File: src/rtl/core/assert_macros.svh
// Assertion macros for the RTL files that check their own logic.
`ifndef ASSERT_MACROS_SVH
`define ASSERT_MACROS_SVH

// Check a property on every rising clock edge, ignored while reset is held.
`define ASSERT_CLK(label, prop, msg) \
	label: assert property (@(posedge clk) disable iff (!arst_n) prop) else $error(msg);

// Check that a condition never holds at a rising clock edge outside reset.
`define ASSERT_NEVER(label, cond, msg) \
	label: assert property (@(posedge clk) disable iff (!arst_n) !(cond)) else $error(msg);

`endif

File: src/rtl/core/prrf_pkg.sv
// Types, constants and byte tables of the poll request/response framer.
package prrf_pkg;

	localparam logic OP_REQUEST = 1'b0;
	localparam logic OP_RECEIVE = 1'b1;

	localparam logic [1:0] KIND_REQ     = 2'd0;
	localparam logic [1:0] KIND_PAYLOAD = 2'd1;
	localparam logic [1:0] KIND_REJECT  = 2'd2;

	localparam logic [1:0] STATUS_OK     = 2'd0;
	localparam logic [1:0] STATUS_LENGTH = 2'd1;
	localparam logic [1:0] STATUS_HEADER = 2'd2;
	localparam logic [1:0] STATUS_CRC    = 2'd3;

	localparam logic [15:0] CRC_POLY = 16'hA001;
	localparam logic [15:0] CRC_INIT = 16'hFFFF;

	localparam logic [4:0] FRAME_LEN = 5'd18;
	localparam logic [4:0] COUNT_MAX = 5'd19;
	localparam logic [4:0] HDR_END   = 5'd6;
	localparam logic [4:0] CRC_END   = 5'd16;

	localparam int         PAYLOAD_DEPTH = 10;
	localparam logic [3:0] PAYLOAD_LAST  = 4'd9;
	localparam logic [3:0] REQ_DATA_END  = 4'd10;
	localparam logic [3:0] REQ_CRC_LO    = 4'd10;
	localparam logic [3:0] REQ_CRC_HI    = 4'd11;

	typedef struct packed {
		logic       init;
		logic       load;
		logic [7:0] data;
	} crc_cmd_t;

	// Expected header of a response frame.
	function automatic logic [7:0] resp_hdr_byte(input logic [2:0] pos);
		logic [7:0] b;
		case (pos)
			3'd3:    b = 8'h01;
			3'd4:    b = 8'h0A;
			3'd5:    b = 8'h12;
			default: b = 8'h00;
		endcase
		return b;
	endfunction

	// Data bytes 0 to 9 of a request frame.
	function automatic logic [7:0] req_byte(input logic [3:0] idx, input logic [15:0] reg_index);
		logic [7:0] b;
		case (idx)
			4'd3:    b = 8'h01;
			4'd4:    b = 8'h0A;
			4'd5:    b = 8'h0C;
			4'd6:    b = reg_index[7:0];
			4'd7:    b = reg_index[15:8];
			4'd8:    b = 8'h16;
			4'd9:    b = 8'h61;
			default: b = 8'h00;
		endcase
		return b;
	endfunction

endpackage

File: src/rtl/core/prrf_ram.sv
// Generic single-port-write, registered-read RAM.
module prrf_ram #(
	parameter int WIDTH = 8,
	parameter int DEPTH = 10
) (
	input  logic                     clk,
	input  logic                     we,
	input  logic [$clog2(DEPTH)-1:0] waddr,
	input  logic [WIDTH-1:0]         wdata,
	input  logic                     re,
	input  logic [$clog2(DEPTH)-1:0] raddr,
	output logic [WIDTH-1:0]         rdata
);

	logic [WIDTH-1:0] mem_q [DEPTH];
	logic [WIDTH-1:0] rdata_q;

	always_ff @(posedge clk) begin
		if (we) begin
			mem_q[waddr] <= wdata;
		end
		if (re) begin
			rdata_q <= mem_q[raddr];
		end
	end

	assign rdata = rdata_q;

endmodule

File: src/rtl/core/prrf_crc.sv
// Bit-serial CRC-16 unit, one polynomial step per cycle, shared by transmit and receive.
module prrf_crc (
	input  logic               clk,
	input  logic               arst_n,
	input  prrf_pkg::crc_cmd_t cmd,
	output logic [15:0]        crc,
	output logic               busy
);

	logic [15:0] crc_q;
	logic [2:0]  cnt_q;
	logic        busy_q;

	always_ff @(posedge clk or negedge arst_n) begin
		if (!arst_n) begin
			crc_q  <= prrf_pkg::CRC_INIT;
			cnt_q  <= 3'd0;
			busy_q <= 1'b0;
		end else if (cmd.init) begin
			crc_q  <= prrf_pkg::CRC_INIT;
			busy_q <= 1'b0;
		end else if (cmd.load) begin
			// fold the byte in, then run eight shift steps
			crc_q  <= crc_q ^ {8'h00, cmd.data};
			cnt_q  <= 3'd0;
			busy_q <= 1'b1;
		end else if (busy_q) begin
			crc_q <= crc_q[0] ? ((crc_q >> 1) ^ prrf_pkg::CRC_POLY) : (crc_q >> 1);
			cnt_q <= cnt_q + 3'd1;
			if (cnt_q == 3'd7) begin
				busy_q <= 1'b0;
			end
		end
	end

	assign crc  = crc_q;
	assign busy = busy_q;

endmodule

File: src/rtl/core/poll_request_response_framer.sv
// Top level of the poll request/response framer with CRC-16 frame check.
// Request: each of the 10 data bytes is sent and loaded into the CRC unit, and the framer
// waits for the unit to go idle before the next; the CRC low and high bytes follow.
// Received byte: frame bytes 0 to 15 are loaded into the bit-serial CRC unit, which the
// framer waits on; a final byte adds a judging state, then a reject or 10 payload bytes.
// Reset clears the sequencer, count, header flag and output valid; CRC returns to 0xFFFF.
`include "assert_macros.svh"

module poll_request_response_framer (
	input  logic        clk,
	input  logic        arst_n,
	input  logic        in_valid,
	output logic        in_ready,
	input  logic        op,
	input  logic [15:0] reg_index,
	input  logic [7:0]  rx_byte,
	input  logic        rx_last,
	output logic        out_valid,
	input  logic        out_ready,
	output logic [1:0]  kind,
	output logic [7:0]  out_byte,
	output logic [1:0]  status,
	output logic        last
);

	localparam logic [2:0] ST_IDLE     = 3'd0;
	localparam logic [2:0] ST_REQ_BYTE = 3'd1;
	localparam logic [2:0] ST_REQ_WAIT = 3'd2;
	localparam logic [2:0] ST_RX_WAIT  = 3'd3;
	localparam logic [2:0] ST_RX_JUDGE = 3'd4;
	localparam logic [2:0] ST_RD_ADDR  = 3'd5;
	localparam logic [2:0] ST_RD_DATA  = 3'd6;

	logic [2:0]  state_q;
	logic [3:0]  idx_q;
	logic [15:0] reg_index_q;
	logic [7:0]  byte_q;
	logic        rx_last_q;
	logic [4:0]  rx_count_q;
	logic        header_match_q;
	logic [7:0]  crc_low_q;

	logic        out_valid_q;
	logic [1:0]  kind_q;
	logic [7:0]  out_byte_q;
	logic [1:0]  status_q;
	logic        last_q;

	logic               accept;
	logic               out_free;
	logic [1:0]         judge_status;
	logic [15:0]        crc_w;
	logic               crc_busy;
	prrf_pkg::crc_cmd_t crc_cmd;
	logic               ram_we;
	logic [3:0]         ram_waddr;
	logic [7:0]         ram_rdata;
	logic [7:0]         req_data;

	assign in_ready = (state_q == ST_IDLE);
	assign accept   = in_valid && in_ready;
	assign out_free = !out_valid_q || out_ready;
	assign req_data = prrf_pkg::req_byte(idx_q, reg_index_q);

	always_comb begin
		if (rx_count_q != prrf_pkg::FRAME_LEN) begin
			judge_status = prrf_pkg::STATUS_LENGTH;
		end else if (!header_match_q) begin
			judge_status = prrf_pkg::STATUS_HEADER;
		end else if (crc_w != {byte_q, crc_low_q}) begin
			judge_status = prrf_pkg::STATUS_CRC;
		end else begin
			judge_status = prrf_pkg::STATUS_OK;
		end
	end

	always_comb begin
		crc_cmd = '0;
		if (accept && op == prrf_pkg::OP_REQUEST) begin
			crc_cmd.init = 1'b1;
		end else if (accept && op == prrf_pkg::OP_RECEIVE
			&& rx_count_q < prrf_pkg::CRC_END) begin
			crc_cmd.load = 1'b1;
			crc_cmd.data = rx_byte;
		end else if (state_q == ST_REQ_BYTE && out_free) begin
			if (idx_q < prrf_pkg::REQ_DATA_END) begin
				crc_cmd.load = 1'b1;
				crc_cmd.data = req_data;
			end else if (idx_q == prrf_pkg::REQ_CRC_HI) begin
				crc_cmd.init = 1'b1;
			end
		end else if (state_q == ST_RX_JUDGE) begin
			crc_cmd.init = (judge_status == prrf_pkg::STATUS_OK) || out_free;
		end
	end

	assign ram_we    = accept && op == prrf_pkg::OP_RECEIVE && rx_count_q >= prrf_pkg::HDR_END
		&& rx_count_q < prrf_pkg::CRC_END;
	assign ram_waddr = 4'(rx_count_q - prrf_pkg::HDR_END);

	prrf_crc u_crc (
		.clk    (clk),
		.arst_n (arst_n),
		.cmd    (crc_cmd),
		.crc    (crc_w),
		.busy   (crc_busy)
	);

	prrf_ram #(
		.WIDTH (8),
		.DEPTH (prrf_pkg::PAYLOAD_DEPTH)
	) u_payload (
		.clk   (clk),
		.we    (ram_we),
		.waddr (ram_waddr),
		.wdata (rx_byte),
		.re    (state_q == ST_RD_ADDR),
		.raddr (idx_q),
		.rdata (ram_rdata)
	);

	always_ff @(posedge clk or negedge arst_n) begin
		if (!arst_n) begin
			state_q        <= ST_IDLE;
			idx_q          <= 4'd0;
			rx_count_q     <= 5'd0;
			header_match_q <= 1'b1;
			crc_low_q      <= 8'h00;
			out_valid_q    <= 1'b0;
		end else begin
			if (out_valid_q && out_ready) begin
				out_valid_q <= 1'b0;
			end
			case (state_q)
				ST_IDLE: begin
					if (accept) begin
						byte_q    <= rx_byte;
						rx_last_q <= rx_last;
						if (op == prrf_pkg::OP_REQUEST) begin
							// a request abandons any partial response
							reg_index_q    <= reg_index;
							idx_q          <= 4'd0;
							rx_count_q     <= 5'd0;
							header_match_q <= 1'b1;
							crc_low_q      <= 8'h00;
							state_q        <= ST_REQ_BYTE;
						end else begin
							if (rx_count_q < prrf_pkg::HDR_END
								&& rx_byte != prrf_pkg::resp_hdr_byte(rx_count_q[2:0])) begin
								header_match_q <= 1'b0;
							end
							if (rx_count_q == prrf_pkg::CRC_END) begin
								crc_low_q <= rx_byte;
							end
							if (rx_count_q != prrf_pkg::COUNT_MAX) begin
								rx_count_q <= rx_count_q + 5'd1;
							end
							state_q <= ST_RX_WAIT;
						end
					end
				end
				ST_REQ_BYTE: begin
					if (out_free) begin
						out_valid_q <= 1'b1;
						kind_q      <= prrf_pkg::KIND_REQ;
						status_q    <= prrf_pkg::STATUS_OK;
						last_q      <= (idx_q == prrf_pkg::REQ_CRC_HI);
						if (idx_q < prrf_pkg::REQ_DATA_END) begin
							out_byte_q <= req_data;
							state_q    <= ST_REQ_WAIT;
						end else if (idx_q == prrf_pkg::REQ_CRC_LO) begin
							out_byte_q <= crc_w[7:0];
							idx_q      <= prrf_pkg::REQ_CRC_HI;
						end else begin
							out_byte_q <= crc_w[15:8];
							state_q    <= ST_IDLE;
						end
					end
				end
				ST_REQ_WAIT: begin
					if (!crc_busy) begin
						idx_q   <= idx_q + 4'd1;
						state_q <= ST_REQ_BYTE;
					end
				end
				ST_RX_WAIT: begin
					if (!crc_busy) begin
						state_q <= rx_last_q ? ST_RX_JUDGE : ST_IDLE;
					end
				end
				ST_RX_JUDGE: begin
					if (judge_status == prrf_pkg::STATUS_OK) begin
						rx_count_q     <= 5'd0;
						header_match_q <= 1'b1;
						crc_low_q      <= 8'h00;
						idx_q          <= 4'd0;
						state_q        <= ST_RD_ADDR;
					end else if (out_free) begin
						out_valid_q    <= 1'b1;
						kind_q         <= prrf_pkg::KIND_REJECT;
						out_byte_q     <= 8'h00;
						status_q       <= judge_status;
						last_q         <= 1'b1;
						rx_count_q     <= 5'd0;
						header_match_q <= 1'b1;
						crc_low_q      <= 8'h00;
						state_q        <= ST_IDLE;
					end
				end
				ST_RD_ADDR: begin
					state_q <= ST_RD_DATA;
				end
				ST_RD_DATA: begin
					if (out_free) begin
						out_valid_q <= 1'b1;
						kind_q      <= prrf_pkg::KIND_PAYLOAD;
						out_byte_q  <= ram_rdata;
						status_q    <= prrf_pkg::STATUS_OK;
						last_q      <= (idx_q == prrf_pkg::PAYLOAD_LAST);
						if (idx_q == prrf_pkg::PAYLOAD_LAST) begin
							state_q <= ST_IDLE;
						end else begin
							idx_q   <= idx_q + 4'd1;
							state_q <= ST_RD_ADDR;
						end
					end
				end
				default: begin
					state_q <= ST_IDLE;
				end
			endcase
		end
	end

	assign out_valid = out_valid_q;
	assign kind      = kind_q;
	assign out_byte  = out_byte_q;
	assign status    = status_q;
	assign last      = last_q;

	`ASSERT_CLK(a_accept_crc_idle, accept |-> !crc_busy, "request accepted while CRC unit busy")
	`ASSERT_NEVER(a_count_sat, rx_count_q > prrf_pkg::COUNT_MAX, "receive count past saturation")
	`ASSERT_CLK(a_reject_shape,
		out_valid_q && kind_q == prrf_pkg::KIND_REJECT
		|-> last_q && out_byte_q == 8'h00 && status_q != prrf_pkg::STATUS_OK,
		"malformed reject result")
	`ASSERT_CLK(a_rx_clear_after_judge,
		state_q == ST_RX_JUDGE && judge_status == prrf_pkg::STATUS_OK
		|=> rx_count_q == 5'd0 && crc_w == prrf_pkg::CRC_INIT,
		"receive state not cleared after judging")

endmodule

File: config.mk
export PLATFORM = sky130hd
export DESIGN_NAME = poll_request_response_framer
export DESIGN_NICKNAME = d
export VERILOG_FILES = /design/src/rtl/core/prrf_pkg.sv /design/src/rtl/core/prrf_ram.sv /design/src/rtl/core/prrf_crc.sv /design/src/rtl/core/poll_request_response_framer.sv
export VERILOG_INCLUDE_DIRS = /design/src /design/src/rtl/core
export SDC_FILE = /design/constraint.sdc
export NUM_CORES = 1
export LEC_CHECK = 0
export BUFFER_PORTS_ARGS = -buffer_cell sky130_fd_sc_hd__buf_2
export CAP_MARGIN = 20
export CORE_AREA = 2 2 183 113
export CTS_BUF_LIST = sky130_fd_sc_hd__clkbuf_16
export DETAILED_ROUTE_END_ITERATION = 16
export DIE_AREA = 0 0 185 115
export PLACE_DENSITY_LB_ADDON = 0.12
export SLEW_MARGIN = 40
export SYNTH_ARGS = -nofsm -noshare
export SYNTH_HDL_FRONTEND = slang
export SYNTH_SLANG_ARGS = --single-unit
export TNS_END_PERCENT = 1
File: constraint.sdc
create_clock -name clk -period 5.3 [get_ports clk]
set_input_delay 0 -clock clk [delete_from_list [all_inputs] [get_ports clk]]
set_output_delay 0 -clock clk [all_outputs]
set_load 0.02 [all_outputs]
* After elaboration in Yosys (flattened, before gate mapping)
Memory sizes are Yosys's and may differ from the RTL's. A register that Yosys moved wholly into a read port is not among the register bits. Cells that the tools add are included.
Storage, ports and cells: register bits 80, RAM bits 80, input port bits 30, output and inout port bits 15, memories 1
Operators by class: add/subtract/negate cells 4, magnitude comparators 4, equal/unequal tests 42, muxes and demuxes 93, bitwise gates (word level) 4, reduce and logical (&&, ||, !) cells 31
Memory list:
- u_payload.mem_q | depth 10, width 8, rd ports 1, clocked after memory_dff 1, wr ports 1, line prrf_ram.sv:15 | logic [WIDTH-1:0] mem_q [DEPTH];
Operators with widths (number):
- $mux 8 | 13
- $mux 16 | 4
- $pmux 8 s7 | 1
- $mux 3 | 13
- $mux 4 | 9
- $mux 9 | 4
- $mux 5 | 5
- $pmux 8 s3 | 1
- $mux 1 | 23
- $pmux 3 s7 | 1
- $mux 2 | 10
- $pmux 4 s5 | 1
- $eq 3x3->1 const B | 6
- $ne 2x2->1 const B | 9
- $eq 4x3->1 const B | 4
- $eq 4x4->1 const B | 4
- $ne 16x16->1 | 1
- $pmux 8 s2 | 1
- $reduce_and 4->1 | 4
- $xor 16x8->16 | 1
- $pmux 5 s3 | 1
- $ne 3x2->1 const B | 4
- $ne 5x5->1 const B | 2
- $pmux 5 s2 | 1
- 36 further kinds | 55

* Depth between registers and ports, before layout
depth after elaboration 12, gate-level depth with buffers 11

* Modules after synthesis
From an unflattened synthesis, not the netlist that was laid out.
Unflattened totals: cells, all modules 626, area, all modules 8059.0 um^2
By module, submodules not included:
- poll_request_response_framer | instances 1, cells each 335, area an instance 3488.3 um^2, seq. area each 1692.9 um^2
- prrf_ram | instances 1, cells each 189, area an instance 3482.1 um^2, seq. area each 2642.5 um^2
- prrf_crc | instances 1, cells each 102, area an instance 1088.5 um^2, seq. area each 520.5 um^2

* Least setup slack after synthesis
No wires, ideal clock.
path type register to register, start reg idx_q[0], end reg out_byte_q[3], in the netlist out_byte[3], data pin, setup time 256 ps, arrival 2497 ps, data required time 5044 ps, path slack 2546 ps, stages on the path, launching flop included 11, path buffers 4, clock period less this slack 2754 ps, cells stage by stage dfrtp_1 > buf_2 > buf_2 > buf_2 > inv_1 > ha_1 > clkbuf_1 > nand2_1 > mux2i_1 > o22ai_1 > a22o_1
On the way: longest elaborated chain between the ends 5, elaborated cells on any way between the ends 14
RTL lines:
- start: declaration | line poll_request_response_framer.sv:35 | logic [3:0] idx_q;
- start signal: assignment | line poll_request_response_framer.sv:173 | idx_q <= prrf_pkg::REQ_CRC_HI;
- start signal: assignment | line poll_request_response_framer.sv:182 | idx_q <= idx_q + 4'd1;
- start signal: assignment | line poll_request_response_framer.sv:223 | idx_q <= idx_q + 4'd1;
- $eq 4x4->1, or another cell as far along | line prrf_pkg.sv:51 | case (idx)
- $pmux 8 s7 or $mux 8 (tied branches) | line prrf_pkg.sv:51, poll_request_response_framer.sv:171
- $mux 8 (*) | line poll_request_response_framer.sv:168 | if (idx_q < prrf_pkg::REQ_DATA_END) begin
- $mux 8 (*) | line poll_request_response_framer.sv:163 | if (out_free) begin
- $pmux 8 s3 (*) | line poll_request_response_framer.sv:134 | case (state_q)
- end signal: assignment | line poll_request_response_framer.sv:169 | out_byte_q <= req_data;
- end signal: assignment | line poll_request_response_framer.sv:172 | out_byte_q <= crc_w[7:0];
- end signal: assignment | line poll_request_response_framer.sv:175 | out_byte_q <= crc_w[15:8];
- end: declaration | line poll_request_response_framer.sv:45 | logic [7:0] out_byte_q;
Every way passes the cells marked *; elsewhere a longest branch is shown, timed or not. The select of a mux whose other input is x is not followed. A chain may end at the register's enable or synchronous reset.

* Worst setup path after layout
start reg state_q[1], end mem u_payload.mem_q[2][7] (enable)
On the way: longest elaborated chain between the ends 7
RTL lines:
- start: declaration | line poll_request_response_framer.sv:34 | logic [2:0] state_q;
- start signal: assignment | line poll_request_response_framer.sv:188 | state_q <= rx_last_q ? ST_RX_JUDGE : ST_IDLE;
- $logic_not 3->1 | line poll_request_response_framer.sv:60 | assign in_ready = (state_q == ST_IDLE);
- $logic_and 1x1->1 | line poll_request_response_framer.sv:61 | assign accept = in_valid && in_ready;
- $logic_and 1x1->1 (2 in series) | line poll_request_response_framer.sv:97 | assign ram_we = accept && op == prrf_pkg::OP_RECEIVE && rx_count_q >= prrf_pkg::HDR_END
- $logic_and 1x1->1 | line poll_request_response_framer.sv:98 | && rx_count_q < prrf_pkg::CRC_END;
- $mux 1 | line prrf_ram.sv:19 | if (we) begin
- $mux 1 (not written as such) | line prrf_ram.sv:20 | mem_q[waddr] <= wdata;
- end: declaration | line prrf_ram.sv:15
No other way between the ends.

==> out/qor.csv <==
stage,metric,value,unit
grt,grt_pass1_vias,5420,
yosys,syn-num-nets,656,
route,num_vias,5577,
cells_and_area,final_core_util,48.6,%
route,ant_nets,0,
placement,routabilityCongestion,0.873,
yosys,yosys.area_share.simple,15.5,%
timing,fmax,352,MHz
worst_setup_path,path_max_fanout,20,
power,p_leak,3.55,nW
floorplan,die_w,185,microns
power,fin_total_pwr,5.26,mW
yosys,synth-edff-count,126,
clocking,cts_sinks,168,
yosys,netlist_top_cells_area,"edfxtp_1 46%, dfrtp_1 7.6%, dfstp_2 5.4%",
worst_setup_path,r2r_cells,4,
clocking,cts_made_buffers,17,
yosys,avgSynthCellArea,13.5,sq um
min_path,hold_depth,1,
floorplan,rows,40,
yosys,netlist_instances,613,
route,drtIter0Drc,559,
timing,fin_skew,0.00798,ns
min_path,min_path_type,in -> reg,
cells_and_area,drive_gt1_share,22.2,%
timing,fin_crit,2.84,ns
yosys,yosysSeqAreaShare,58.6,%
flow_run,maxCapViolCount,0,
worst_setup_path,arrival,2.91,ns
yosys,yosys.area_share.xor_xnor,2.22,%
clocking,htreeDepth,4,
timing,finalSetupTns,0,ns
cells_and_area,finalNetCount,715,
cells_and_area,final_area,9530,sq um
placement,io_buffers,44,
grt,grtUsageTotal,22.1,%
power,irDropWorstVdd,0.000244,V
worst_setup_path,cp_slowest_cell,dfrtp_1,
yosys,synth_ff_type,edfxtp_1,
yosys,yosys.area.top_type_share,45.7,%
timing,hold_violations,0,
worst_setup_path,crit_buf_inv,0,
power,power.density,552,nW/um^2
yosys,synth_top_area_cell,edfxtp_1,
worst_setup_path,crit_path_max_incr_delay,0.67,ns
worst_setup_path,cpLargestDelayFamily,simple AND/OR/NAND/NOR gates,
timing,finalCritPeriodShare,53.6,%
yosys,yosys_warnings,0,
placement,placed_cells,905,
route,first_pass_iters,5,
cells_and_area,n_antenna_cell,0,
timing,rsz0062_at_grt,false,
timing,final-setup-viol-count,0,
yosys,ys_ff_latch,168,
timing,tightest_slew,0.800,ns
floorplan,die-area,21300,sq um
placement,dp_hpwl,15400,microns
route,route.detailed.drc,0,
yosys,synth_top_family_by_area,simple AND/OR/NAND/NOR gates,
worst_setup_path,worstSetupEndpointType,register,
worst_setup_path,start_kind,register,
route,wl_per_cell,23.3,microns
worst_setup_path,critPathMostFrequentCell,and2_1,
clocking,cts_tree,built,
grt,antenna_found_initial,1,
yosys,ys_types,85,
placement,dpl_cell_area,8730,sq um
route,totalWireLength,22300,microns
floorplan,core-area,19600,sq um
grt,grt_pass1_wl,33800,microns
cells_and_area,layoutNonFillerInstCount,958,
worst_setup_path,critPathRequiredTime,5.37,ns
floorplan,initial_utilization,42.2,%
clocking,cts.reportedPaths.clkPinSlew,0.07,ns
timing,slew_headroom,46.6,%
yosys,synth-adder-area-share,1.96,%
clocking,cts_setup_buffers,0,
clocking,clk_latency,0.43,ns
yosys,synth_compound_area_share,11.0,%
grt,grt_max_degree,45,
cells_and_area,nFillCells,1763,
yosys,synthMuxAreaShare,8.16,%
worst_setup_path,cp.depth,4,
worst_setup_path,critPathKind,reg -> reg,
outcome,status,completed,
route,viasPerCell,5.82,
yosys,async_reset_ff_share,25.0,%
clocking,cts_root_buf,clkbuf_16,
floorplan,die_y,115,microns
cells_and_area,areaGrowthSynthToFinish,15.1,%
grt,grt_remaining_overflow,0,
clocking,cts_buffer_depth,2,
timing,timing.final.max_slew_violations,0,
yosys,netlist_area,8280,sq um
worst_setup_path,path_cells,"nor4b_4, and2_1, and3_1, and2_1",
floorplan,io_pins,45,
-- layout by cell type, fill, tap and decap left out, types with 5 or more instances in the layout --
cell           count
clkbuf_16         17
and2_1            11
a211oi_1          10
xor2_1            19
buf_4              5
dfrtp_1           23
a22o_1            10
nor2_1            12
nand2b_1           6
mux2_4             9
nor2b_1           17
nand4b_1           5
edfxtp_1         126
ha_1              13
and3_1            24
a21oi_1           15
buf_2             44
inv_1             10
and4_1             5
nand3_1           27
nor3_1             6
dfstp_2           17
mux4_2            16
nand2_1           50
mux2i_1           18
o211ai_1           6
a22oi_1            6
a221oi_1           5
o21ai_0           26
nand4_1            8
dlygate4sd3_1     21
-- cell type report --
type | count | area, sq um | share of cell area, %
Inverter | 11 | 41.3 | 0.433
Multi-Input combinational cell | 404 | 3240 | 34.0
Sequential cell | 168 | 4860 | 51.0
Tap cell | 273 | 342 | 3.58
Timing Repair Buffer | 70 | 468 | 4.91
Clock inverter | 15 | 160 | 1.68
Clock buffer | 17 | 425 | 4.46
-- worst paths after layout --
path	startpoint	to	slack (ns)
setup / recovery	state_q[1]	u_payload.mem_q[2][7]	2.46
hold / removal	rx_byte[3]	u_payload.mem_q[5][3]	0.01
setup reg to reg	state_q[1]	u_payload.mem_q[2][7]	2.46
hold reg to reg	crc_low_q[5]	crc_low_q[5]	0.53
max in group asynchronous	arst_n	idx_q[3]	4.68
min in group asynchronous	arst_n	idx_q[1]	0.20
-- where the power goes --
part	switching [mW]	total, mW	internal, mW
sequential	0.376	2.10	1.72
clock	0.518	1.25	0.733
combinational	1.12	1.91	0.795
total	2.01	5.26	3.25
-- what timing repair did --
| item | CTS | global route |
|---|---|---|
| endpoints found under the hold margin | 60 | 0 |
| resized for setup | 0 | 0 |
| hold buffers | 21 | 0 |
| endpoints found under the setup margin | 0 | 0 |
-- sequential cells by signal, summed over array words and instances (netlist names) --
name / cells
rx_count_q: 5
u_payload.mem_q: 80
status: 2
byte_q: 8
kind: 2
rx_last_q: 1
crc_low_q: 8
out_byte: 8
state_q: 3
u_crc.cnt_q: 3
header_match_q: 1
reg_index_q: 16
out_valid: 1
u_payload.rdata: 8
u_crc.crc: 16
idx_q: 4
last: 1
u_crc.busy: 1
-- kinds of logic after synthesis --
kind of cell,after synthesis
mux,43
simple gates,204
compound gates,123
xor+xnor,21
flops,168
buf+inv,41
fa+ha+maj,13
-- routing by layer --
layer | up-vias | GRT usage, % | share of wire [%]
li1 | 2505 | - | -
met1 | 2806 | 36.4 | 52
met2 | 241 | 28.5 | 39
met3 | 25 | 4.37 | 7.9
met4 | 0 | 6.93 | 1.7
met5 | - | 0 | 0
-- per-stage QoR --
stage          worst slack [ns]  hold slack (ns)
3_5_place_dp               2.48            0.126
5_1_grt                    2.23          0.00511
4_1_cts                    2.49          0.00295
3_3_place_gp               2.17            0.132
2_1_floorplan              2.55           -0.296
6_report                   2.46           0.0129
-- worst reg2reg max path: cells and delay by family, from the launching register on --
family           cells  cell delay (ns)
flip-flops           1             0.67
AND/OR/NAND/NOR      4             1.81
-- cell usage after synthesis (4+ instances only) --
master	number
a221oi_1	5
nor3_1	8
and3b_1	4
a22o_1	10
a211oi_1	10
nand2_1	50
and2_1	11
nand3_1	27
inv_1	9
a21oi_1	16
nand2b_1	6
nand4_1	8
nand4b_1	5
ha_1	13
edfxtp_1	126
mux2_4	9
o211ai_1	6
a22oi_1	6
and4_1	5
buf_4	4
xor2_1	19
o21ai_0	27
buf_2	9
mux2i_1	18
nor2_1	12
and3_1	24
nor4_4	4
mux4_2	16
dfrtp_1	25
nor4_1	4
dfstp_2	17
clkbuf_1	12
nor2b_1	17
(Power assumes the default switching activity.)
